===== src/ebi_pkg.sv =====
package ebi_pkg;

    // Configuration register indexes.
    localparam int CFG_INDEX_WIDTH = 2;

    typedef logic [CFG_INDEX_WIDTH-1:0] cfg_index_t;

    localparam cfg_index_t REG_BOX_X_LOW  = 2'd0;
    localparam cfg_index_t REG_BOX_Y_LOW  = 2'd1;
    localparam cfg_index_t REG_BOX_X_HIGH = 2'd2;
    localparam cfg_index_t REG_BOX_Y_HIGH = 2'd3;

    // Stage load enables shared by the side lanes.
    typedef struct packed {
        logic load1;
        logic load2;
        logic load3;
    } stage_ctrl_t;

    localparam int OUT_DATA_WIDTH = 8;

endpackage


===== src/ebi_side.sv =====
// One box side tested against the segment, in three register stages:
// differences and range checks, cross products, product compare.
// Coordinates arrive already swapped for the vertical sides.
module ebi_side #(
    parameter int COORD_WIDTH = 16
) (
    input  logic                          clk,
    input  ebi_pkg::stage_ctrl_t          ctrl,
    input  logic signed [COORD_WIDTH-1:0] x0,
    input  logic signed [COORD_WIDTH-1:0] y0,
    input  logic signed [COORD_WIDTH-1:0] x1,
    input  logic signed [COORD_WIDTH-1:0] y1,
    input  logic signed [COORD_WIDTH-1:0] ua,
    input  logic signed [COORD_WIDTH-1:0] ub,
    input  logic signed [COORD_WIDTH-1:0] lev,
    output logic                          meets
);

    localparam int DW = COORD_WIDTH + 1;
    localparam int PW = 2 * COORD_WIDTH + 2;

    // Stage 1
    logic signed [DW-1:0] da_reg, db_reg, dl_reg, dx_reg, dy_reg;
    logic signed [DW-1:0] da_next, db_next, dl_next, dx_next, dy_next;
    logic                 skip1_reg, flat1_reg, overlap1_reg;
    logic                 skip1_next, flat1_next, overlap1_next;
    logic signed [COORD_WIDTH-1:0] seg_lo, seg_hi, side_lo, side_hi;

    // Stage 2
    logic signed [PW-1:0] pa_reg, pb_reg, pl_reg;
    logic                 skip2_reg, flat2_reg, overlap2_reg;

    // Stage 3
    logic meets_reg, meets_next;
    logic a_above, a_below, b_above, b_below;

    always_comb
    begin
        skip1_next = ((y0 > lev) && (y1 > lev)) || ((y0 < lev) && (y1 < lev));
        flat1_next = (y1 == y0);
        seg_lo     = (x0 < x1) ? x0 : x1;
        seg_hi     = (x0 > x1) ? x0 : x1;
        side_lo    = (ua < ub) ? ua : ub;
        side_hi    = (ua > ub) ? ua : ub;
        overlap1_next = ((seg_lo > side_lo) ? seg_lo : side_lo)
                        <= ((seg_hi < side_hi) ? seg_hi : side_hi);
        da_next = DW'(ua)  - DW'(x0);
        db_next = DW'(ub)  - DW'(x0);
        dl_next = DW'(lev) - DW'(y0);
        dx_next = DW'(x1)  - DW'(x0);
        dy_next = DW'(y1)  - DW'(y0);
    end

    always_ff @(posedge clk)
    begin
        if (ctrl.load1)
        begin
            da_reg       <= da_next;
            db_reg       <= db_next;
            dl_reg       <= dl_next;
            dx_reg       <= dx_next;
            dy_reg       <= dy_next;
            skip1_reg    <= skip1_next;
            flat1_reg    <= flat1_next;
            overlap1_reg <= overlap1_next;
        end
    end

    always_ff @(posedge clk)
    begin
        if (ctrl.load2)
        begin
            pa_reg       <= PW'(da_reg) * PW'(dy_reg);
            pb_reg       <= PW'(db_reg) * PW'(dy_reg);
            pl_reg       <= PW'(dl_reg) * PW'(dx_reg);
            skip2_reg    <= skip1_reg;
            flat2_reg    <= flat1_reg;
            overlap2_reg <= overlap1_reg;
        end
    end

    // Both side ends strictly on one side of the segment's line means no crossing.
    always_comb
    begin
        a_above = pa_reg > pl_reg;
        a_below = pa_reg < pl_reg;
        b_above = pb_reg > pl_reg;
        b_below = pb_reg < pl_reg;
        if (skip2_reg)
        begin
            meets_next = 1'b0;
        end
        else if (flat2_reg)
        begin
            meets_next = overlap2_reg;
        end
        else
        begin
            meets_next = !((a_above && b_above) || (a_below && b_below));
        end
    end

    always_ff @(posedge clk)
    begin
        if (ctrl.load3)
        begin
            meets_reg <= meets_next;
        end
    end

    assign meets = meets_reg;

endmodule


===== src/edge_box_intersection_core.sv =====
// Segment against box touch test, fully pipelined.
// Path from input to output port: stage 1, stage 2 and stage 3 registers, then the output register.
// Throughput: one segment per cycle; the four side lanes and their
// multipliers are pipelined, so stalls only occur on output back-pressure.
// Reset: rst_n clears all valid bits and sets the box to the full range.
module edge_box_intersection_core #(
    parameter int COORD_WIDTH = 16
) (
    input  logic                                   clk,
    input  logic                                   rst_n,
    input  logic                                   s_axis_tvalid,
    output logic                                   s_axis_tready,
    // start_x, start_y, finish_x, finish_y from bit 0 up, zero padded to bytes.
    input  logic [((4*COORD_WIDTH+7)/8)*8-1:0]     s_axis_tdata,
    output logic                                   m_axis_tvalid,
    input  logic                                   m_axis_tready,
    // touches_box in bit 0, upper bits zero.
    output logic [ebi_pkg::OUT_DATA_WIDTH-1:0]     m_axis_tdata,
    input  logic                                   cfg_valid,
    output logic                                   cfg_ready,
    input  ebi_pkg::cfg_index_t                    cfg_index,
    input  logic [COORD_WIDTH-1:0]                 cfg_data
);

    localparam int W = COORD_WIDTH;
    localparam logic [W-1:0] COORD_MIN = {1'b1, {(W-1){1'b0}}};
    localparam logic [W-1:0] COORD_MAX = {1'b0, {(W-1){1'b1}}};

    logic signed [W-1:0] box_x_low_reg, box_y_low_reg, box_x_high_reg, box_y_high_reg;
    logic signed [W-1:0] start_x, start_y, finish_x, finish_y;

    logic valid1_reg, valid2_reg, valid3_reg, out_valid_reg;
    logic ready1, ready2, ready3, ready_out;

    logic reject1_reg, reject2_reg, reject3_reg;
    logic inside1_reg, inside2_reg, inside3_reg;
    logic reject_next, inside_next;
    logic touches_reg, touches_next;

    logic [3:0] side_meets;
    ebi_pkg::stage_ctrl_t ctrl;

    assign cfg_ready = 1'b1;

    always_ff @(posedge clk or negedge rst_n)
    begin
        if (!rst_n)
        begin
            box_x_low_reg  <= COORD_MIN;
            box_y_low_reg  <= COORD_MIN;
            box_x_high_reg <= COORD_MAX;
            box_y_high_reg <= COORD_MAX;
        end
        else if (cfg_valid)
        begin
            case (cfg_index)
                ebi_pkg::REG_BOX_X_LOW:  box_x_low_reg  <= cfg_data;
                ebi_pkg::REG_BOX_Y_LOW:  box_y_low_reg  <= cfg_data;
                ebi_pkg::REG_BOX_X_HIGH: box_x_high_reg <= cfg_data;
                ebi_pkg::REG_BOX_Y_HIGH: box_y_high_reg <= cfg_data;
                default: ;
            endcase
        end
    end

    assign start_x  = s_axis_tdata[W-1:0];
    assign start_y  = s_axis_tdata[2*W-1:W];
    assign finish_x = s_axis_tdata[3*W-1:2*W];
    assign finish_y = s_axis_tdata[4*W-1:3*W];

    // A stage takes new data when it is empty or the stage after it moves on.
    assign ready_out     = !out_valid_reg || m_axis_tready;
    assign ready3        = !valid3_reg || ready_out;
    assign ready2        = !valid2_reg || ready3;
    assign ready1        = !valid1_reg || ready2;
    assign s_axis_tready = ready1;

    assign ctrl.load1 = ready1;
    assign ctrl.load2 = ready2;
    assign ctrl.load3 = ready3;

    always_ff @(posedge clk or negedge rst_n)
    begin
        if (!rst_n)
        begin
            valid1_reg    <= 1'b0;
            valid2_reg    <= 1'b0;
            valid3_reg    <= 1'b0;
            out_valid_reg <= 1'b0;
        end
        else
        begin
            if (ready1)
            begin
                valid1_reg <= s_axis_tvalid;
            end
            if (ready2)
            begin
                valid2_reg <= valid1_reg;
            end
            if (ready3)
            begin
                valid3_reg <= valid2_reg;
            end
            if (ready_out)
            begin
                out_valid_reg <= valid3_reg;
            end
        end
    end

    always_comb
    begin
        reject_next = ((start_x > box_x_high_reg) && (finish_x > box_x_high_reg))
                   || ((start_x < box_x_low_reg)  && (finish_x < box_x_low_reg))
                   || ((start_y > box_y_high_reg) && (finish_y > box_y_high_reg))
                   || ((start_y < box_y_low_reg)  && (finish_y < box_y_low_reg));
        inside_next = ((box_x_low_reg <= start_x) && (start_x <= box_x_high_reg)
                       && (box_y_low_reg <= start_y) && (start_y <= box_y_high_reg))
                   || ((box_x_low_reg <= finish_x) && (finish_x <= box_x_high_reg)
                       && (box_y_low_reg <= finish_y) && (finish_y <= box_y_high_reg));
    end

    always_ff @(posedge clk)
    begin
        if (ready1)
        begin
            reject1_reg <= reject_next;
            inside1_reg <= inside_next;
        end
        if (ready2)
        begin
            reject2_reg <= reject1_reg;
            inside2_reg <= inside1_reg;
        end
        if (ready3)
        begin
            reject3_reg <= reject2_reg;
            inside3_reg <= inside2_reg;
        end
    end

    ebi_side #(.COORD_WIDTH(W)) u_side_bottom (
        .clk  (clk),
        .ctrl (ctrl),
        .x0   (start_x),
        .y0   (start_y),
        .x1   (finish_x),
        .y1   (finish_y),
        .ua   (box_x_low_reg),
        .ub   (box_x_high_reg),
        .lev  (box_y_low_reg),
        .meets(side_meets[0])
    );

    ebi_side #(.COORD_WIDTH(W)) u_side_top (
        .clk  (clk),
        .ctrl (ctrl),
        .x0   (start_x),
        .y0   (start_y),
        .x1   (finish_x),
        .y1   (finish_y),
        .ua   (box_x_low_reg),
        .ub   (box_x_high_reg),
        .lev  (box_y_high_reg),
        .meets(side_meets[1])
    );

    // Vertical sides use the same lane with x and y exchanged.
    ebi_side #(.COORD_WIDTH(W)) u_side_left (
        .clk  (clk),
        .ctrl (ctrl),
        .x0   (start_y),
        .y0   (start_x),
        .x1   (finish_y),
        .y1   (finish_x),
        .ua   (box_y_low_reg),
        .ub   (box_y_high_reg),
        .lev  (box_x_low_reg),
        .meets(side_meets[2])
    );

    ebi_side #(.COORD_WIDTH(W)) u_side_right (
        .clk  (clk),
        .ctrl (ctrl),
        .x0   (start_y),
        .y0   (start_x),
        .x1   (finish_y),
        .y1   (finish_x),
        .ua   (box_y_low_reg),
        .ub   (box_y_high_reg),
        .lev  (box_x_high_reg),
        .meets(side_meets[3])
    );

    assign touches_next = !reject3_reg && (inside3_reg || (|side_meets));

    always_ff @(posedge clk)
    begin
        if (ready_out)
        begin
            touches_reg <= touches_next;
        end
    end

    assign m_axis_tvalid = out_valid_reg;
    assign m_axis_tdata  = {{(ebi_pkg::OUT_DATA_WIDTH-1){1'b0}}, touches_reg};

endmodule


===== config.mk =====
export PLATFORM = sky130hd
export DESIGN_NAME = edge_box_intersection_core
export DESIGN_NICKNAME = d
export VERILOG_FILES = /design/src/ebi_pkg.sv /design/src/ebi_side.sv /design/src/edge_box_intersection_core.sv
export SDC_FILE = /design/constraint.sdc
export NUM_CORES = 2
export LEC_CHECK = 0
export BUFFER_PORTS_ARGS = -buffer_cell sky130_fd_sc_hd__buf_2
export CAP_MARGIN = 0
export CORE_AREA = 2 2 400 501
export CTS_BUF_LIST = sky130_fd_sc_hd__clkbuf_8
export CTS_CLUSTER_SIZE = 8
export DETAILED_ROUTE_END_ITERATION = 8
export DIE_AREA = 0 0 402 503
export PLACE_DENSITY = 0.49
export SYNTH_ARGS = -nofsm -noshare
export SYNTH_HDL_FRONTEND = slang
export SYNTH_SLANG_ARGS = --single-unit
export TNS_END_PERCENT = 10

===== constraint.sdc =====
create_clock -name clk -period 9.5 [get_ports clk]
set_input_delay 1.9 -clock clk [delete_from_list [all_inputs] [get_ports clk]]
set_output_delay 1.9 -clock clk [all_outputs]
set_load 0.02 [all_outputs]

# Yosys cells after proc, flatten, opt, wreduce, memory -nomap -nowiden
# Cells that the tools add are included.
op_classes:
  n_eq_ne: 5
  n_lt_le_gt_ge: 54
  n_mul: 4
  mux: 16
  n_reduce_logical: 55
  addsub: 6
ops:
  columns: ["op", "count"]
  rows:
  - ["34-bit > comparator", 8]
  - ["34-bit less-than comparator", 8]
  - ["16-bit > comparator", 14]
  - ["16-bit less-than comparator", 14]
  - ["16-bit two-way mux", 12]
  - ["16-bit less-or-equal comparator", 10]
  - ["17-bit by 17-bit multiplier with 34-bit output", 4]
  - ["16-bit by 16-bit subtractor with 17-bit output", 6]
  - ["16-bit equality test", 2]
  - ["1-bit logical AND", 23]
  - ["1-bit logical OR", 17]
  - ["1-bit logical NOT", 9]
  - ["2-bit AND reduction", 4]
  - ["2-bit equality test (second input constant)", 2]
  - ["1-bit two-way mux", 4]
  - ["4-bit OR reduction", 1]
  - ["2-bit by 1-bit equality test with 1-bit output (second input constant)", 1]
  - ["2-bit logical NOT", 1]
word_totals:
  reg_bits: 333
  out_inout_bits: 11
  in_bits: 87
  elab_cells: 185

# Longest topological paths before layout
logic_depth:
  ltp_word: 5
  depth_mapped: 36
  mapped_depth_nobuf: 31

# Cells and area by module
# Synthesis repeated with hierarchy kept, for this count alone.
hier_totals:
  cells_unflattened: 20087
  hier_area_um2: 191922.8
by_module_without_submodules:
  columns: ["mod", "cells_per_inst", "area_per_inst_um2", "seq_area_each_um2", "instances"]
  rows:
  - ["ebi_side at u_side_left ...", 4871, 46455.8, 5825.6, 2]
  - ["ebi_side at u_side_top", 4911, 46637.2, 5825.6, 1]
  - ["ebi_side at u_side_bottom", 4829, 46309.4, 5825.6, 1]
  - ["edge_box_intersection_core", 605, 6064.6, 1951.9, 1]

# Worst setup path before layout
# Ideal clock, no wire load.
synth_timing:
  path_type: "in2reg"
  startpoint: "input s_axis_tdata[3]"
  endpoint: "register u_side_top.overlap1_reg, data pin"
  cell_stages: 36
  arrival_time_ns: 7.812
  n_path_buf: 5
  setup_ns: 0.259
  path_slack_ns: 1.429
  required_ns: 9.241
  cell_sequence: "inv_1 ha_1 a21o_1 a21oi_1 a21boi_0 o21bai_1 a21boi_0 o31ai_1 buf_2 or2_2 buf_6 buf_6 mux2i_1 inv_1 ha_1 nor2b_1 o21a_1 o21ai_0 nand2b_1 a21oi_1 o21ai_0 a21oi_1 mux2_2 clkbuf_1 buf_2 mux2i_1 ha_1 nor2b_1 o21a_1 o21a_1 o21a_1 o21a_1 o21a_1 o211ai_1 a21o_1 nand3_1"
synth_via:
  elab_chain_len: 5
  elab_cells_between_ends: 9
  classes_between: "5 x order compare; 4 x mux"
synth_lines:
  columns: ["item", "line", "text"]
  rows:
  - ["start, declared", "edge_box_intersection_core.sv:14", "input logic [((4*COORD_WIDTH+7)/8)*8-1:0] s_axis_tdata,"]
  - ["16-bit less-than comparator / 16-bit > comparator (equally long branches)", null, null]
  - ["16-bit two-way mux, on equally long branches", null, null]
  - ["16-bit > comparator / 16-bit less-than comparator (equally long branches)", null, null]
  - ["16-bit two-way mux, on equally long branches", null, null]
  - ["16-bit less-or-equal comparator (*)", null, null]
  - ["named net u_side_bottom.overlap1_next", "ebi_side.sv:26", "logic skip1_next, flat1_next, overlap1_next;"]
  - ["end signal, assigned", "ebi_side.sv:65", "overlap1_reg <= overlap1_next;"]
  - ["end, declared", "ebi_side.sv:25", "logic skip1_reg, flat1_reg, overlap1_reg;"]
# The timed path passes the listed nets; every way through them passes the cells marked *.
# A chain may end at the register's enable or synchronous reset.

# Worst setup path in the final report
layout_timing:
  startpoint: "input s_axis_tdata[1]"
  endpoint: "register u_side_top.overlap1_reg, data pin"
# The elaborated chain is that of the path after synthesis.

==> results.sh <==
export IMPL_outcome="completed"
export IMPL_cp_end_kind="register"
export IMPL_die_area_mm2=0.2022
export IMPL_syn_area_mm2=0.06875
export IMPL_numPortBuffers=89
export IMPL_place_detailed_hpwl_mm=182.9
export IMPL_holdCritPathClass="reg -> reg"
export IMPL_grt_use_total=0.2199
export IMPL_nNetsFinal=9336
export IMPL_io_pins=98
export IMPL_fmax_mhz=124.6
export IMPL_dp_cells=9810
export IMPL_start_kind="primary input"
export IMPL_postCtsSetupRepairBufs=0
export IMPL_yosys_warnings=0
export IMPL_syn2layout_area_growth_pct=7.400
export IMPL_grt_overflow_total=0
export IMPL_setup_viol=0
export IMPL_slowest_delay_ns=0.51
export IMPL_synth_seq_cells=333
export IMPL_slew_violations=0
export IMPL_cts_resized=0
export IMPL_die_y_um=503
export IMPL_synth_enable_flop_cells=265
export IMPL_hold_violations=0
export IMPL_drt_initial_drc_count=2479
export IMPL_firstDrtPassIters=5
export IMPL_seq_area_frac_synth=0.1411
export IMPL_cts_root_buf="clkbuf_8"
export IMPL_syn_area_per_cell_um2=9.492
export IMPL_cts_sink_count=333
export IMPL_cts_hold_buf=0
export IMPL_fillerInstances=20240
export IMPL_fin_cells=9937
export IMPL_rsz0062_at_grt="false"
export IMPL_max_cap_violations=0
export IMPL_crit_arrival_ns=8.51
export IMPL_clock_latency_ns=0.77
export IMPL_yosysUniqueCellTypes=82
export IMPL_synth_main_ff_cell="edfxtp_1"
export IMPL_tns_ns=0
export IMPL_path_common_cell="o21a_1"
export IMPL_drc=0
export IMPL_row_count=183
export IMPL_die_w_um=402
export IMPL_fin_crit_sh=0.8451
export IMPL_grt_pass1_vias=55000
export IMPL_synthArstFlopShare=0.2042
export IMPL_min_period_ns=8.029
export IMPL_start_util=0.3475
export IMPL_clock_skew_ns=0.05084
export IMPL_criticalPathCategory="in -> reg"
export IMPL_crit_fanout=13
export IMPL_drive_above_1_share=0.05800
export IMPL_synth_cells=7243
export IMPL_core_area_mm2=0.1978
export IMPL_numCtsBuffers=69
export IMPL_ant_nets=0
export IMPL_worst_slew_pin_slew_ns=1.183
export IMPL_cp_data_required_time_ns=9.98
export IMPL_fin_util=0.3732
export IMPL_cts_max_level=3
export IMPL_clk_path_buf_depth=3
export IMPL_grt_max_degree=70
export IMPL_antenna_found_initial=12
export IMPL_vias_per_cell=5.049
export IMPL_maxSlewHeadroom=0.2016
export IMPL_drt_total_wl_mm=217.5
export IMPL_crit_path_top_delay_cell="o31ai_4"
export IMPL_vias=50170
export IMPL_grt_pass1_wl_mm=335.1
export IMPL_clkTransAtPathRegs_ns=0.05
export IMPL_gp_congestion=0.9296
export IMPL_drt_wirelength_per_cell_um=21.89
export IMPL_cts_tree="done"
==> final timing paths <==
path	start	end	slack, ns	depth (start not counted)
setup / recovery	s_axis_tdata[1]	u_side_top.overlap1_reg$_DFFE_PP_	1.47	30
hold / removal	reject2_reg$_DFFE_PP_	reject3_reg$_DFFE_PP_	0.42	0
setup reg to reg	u_side_top.dx_reg[3]$_DFFE_PP_	u_side_left.pa_reg[30]$_DFFE_PP_	1.68	21
hold reg to reg	reject2_reg$_DFFE_PP_	reject3_reg$_DFFE_PP_	0.42	0
max in group asynchronous	rst_n	box_x_low_reg[1]$_DFFE_PN0P_	7.39	2
min in group asynchronous	rst_n	box_y_low_reg[5]$_DFFE_PN0P_	1.03	1
==> per-stage QoR <==
| step | worst slack [ns] | hold slack (ns) | cell area (um2) |
|---|---|---|---|
| final | 1.471 | 0.4249 | 73840 |
| after CTS | 1.574 | 0.4274 | 73830 |
| after global placement | 0.7944 | 0.4029 | 72420 |
| after global routing | 0.8235 | 0.4376 | 73840 |
| after detailed placement | 0.7735 | 0.4114 | 72420 |
| after floorplan | 1.429 | 0.4003 | 68770 |
==> cell usage in the layout, fill, tap and decap left out, drive strengths merged, types with 62 or more instances in the layout <==
cell type,n
o21ai,175
nand2,781
nand4,85
edfxtp,265
a21oi,238
mux2,66
nand2b,117
xnor2,164
nor2b,62
a21o,193
buf,191
nor2,232
and2,467
o21a,64
inv,1537
fa,1190
ha,768
mux2i,103
clkbuf,72
==> cells in the mapped netlist (8+ instances only) <==
library cell / count / area (um2)
fa_1: 1190 / 23820
o211ai_1: 20 / 150.1
a31oi_1: 21 / 131.4
o21a_1: 64 / 480.5
o2111ai_1: 8 / 70.07
a2111oi_0: 10 / 87.58
nor4_1: 12 / 75.07
nand2b_1: 117 / 732.0
edfxtp_1: 265 / 7958
o31ai_1: 16 / 120.1
a21o_1: 193 / 1449
and4_1: 11 / 96.34
nand3_1: 51 / 255.2
mux2i_1: 103 / 1031
o31a_1: 9 / 78.83
nand2_1: 781 / 2932
xnor2_1: 164 / 1436
clkbuf_1: 201 / 754.5
or2_2: 18 / 112.6
ha_1: 768 / 9609
or3_1: 19 / 118.9
nor2b_1: 62 / 387.9
o21ai_0: 172 / 860.8
nor2_1: 232 / 870.8
and2_1: 467 / 2922
xor2_1: 32 / 280.3
buf_4: 9 / 67.56
dfrtp_1: 36 / 900.9
a211oi_1: 21 / 157.7
nor3_1: 51 / 255.2
inv_1: 1512 / 5675
a21boi_0: 25 / 187.7
dfstp_2: 32 / 840.8
o21bai_1: 20 / 150.1
a21oi_1: 236 / 1181
nand4_1: 85 / 531.8
and3_1: 20 / 125.1
mux2_2: 66 / 743.2
==> cell families after synthesis <==
group | count (synthesis) | share of synthesized area
flops | 333 | 0.1411
compound gates | 903 | 0.08644
xor+xnor | 196 | 0.02497
mux | 169 | 0.02581
simple gates | 1950 | 0.1397
other cells | 2 | 0.0001092
fa+ha+maj | 1958 | 0.4863
buf+inv | 1732 | 0.09560
==> layout make-up <==
cell class / instances / area, um2 / share of cell area
multi-input cells: 5184 / 52540 / 0.7115
flip-flops and latches: 333 / 9699 / 0.1314
inverters: 1512 / 5675 / 0.07686
well taps: 2590 / 3241 / 0.04389
repair buffers: 191 / 1264 / 0.01711
clock buffers: 72 / 991.0 / 0.01342
clock inverters: 53 / 426.7 / 0.005778
diodes: 2 / 5.005 / 0.00006778
==> critical path: cells and delay by family <==
kind / cells / cell delay, ns
AO/OA/AOI/OAI: 17 / 3.91
adder cells (fa/ha/maj): 3 / 0.97
buffers and inverters: 4 / 0.70
multiplexers: 2 / 0.55
AND/OR/NAND/NOR: 4 / 0.47
==> routing by layer <==
layer / global-route usage / part of all wire / vias up
met4: 0.08043 / 0.038 / 0
li1: - / - / 23040
met2: 0.4146 / 0.53 / 943
met3: 0.01635 / 0.028 / 278
met1: 0.2596 / 0.40 / 25910
met5: 0 / 0 / -
Power is not shown: default switching activity piles up to over one toggle a cycle in this logic, so the estimate is an artifact.
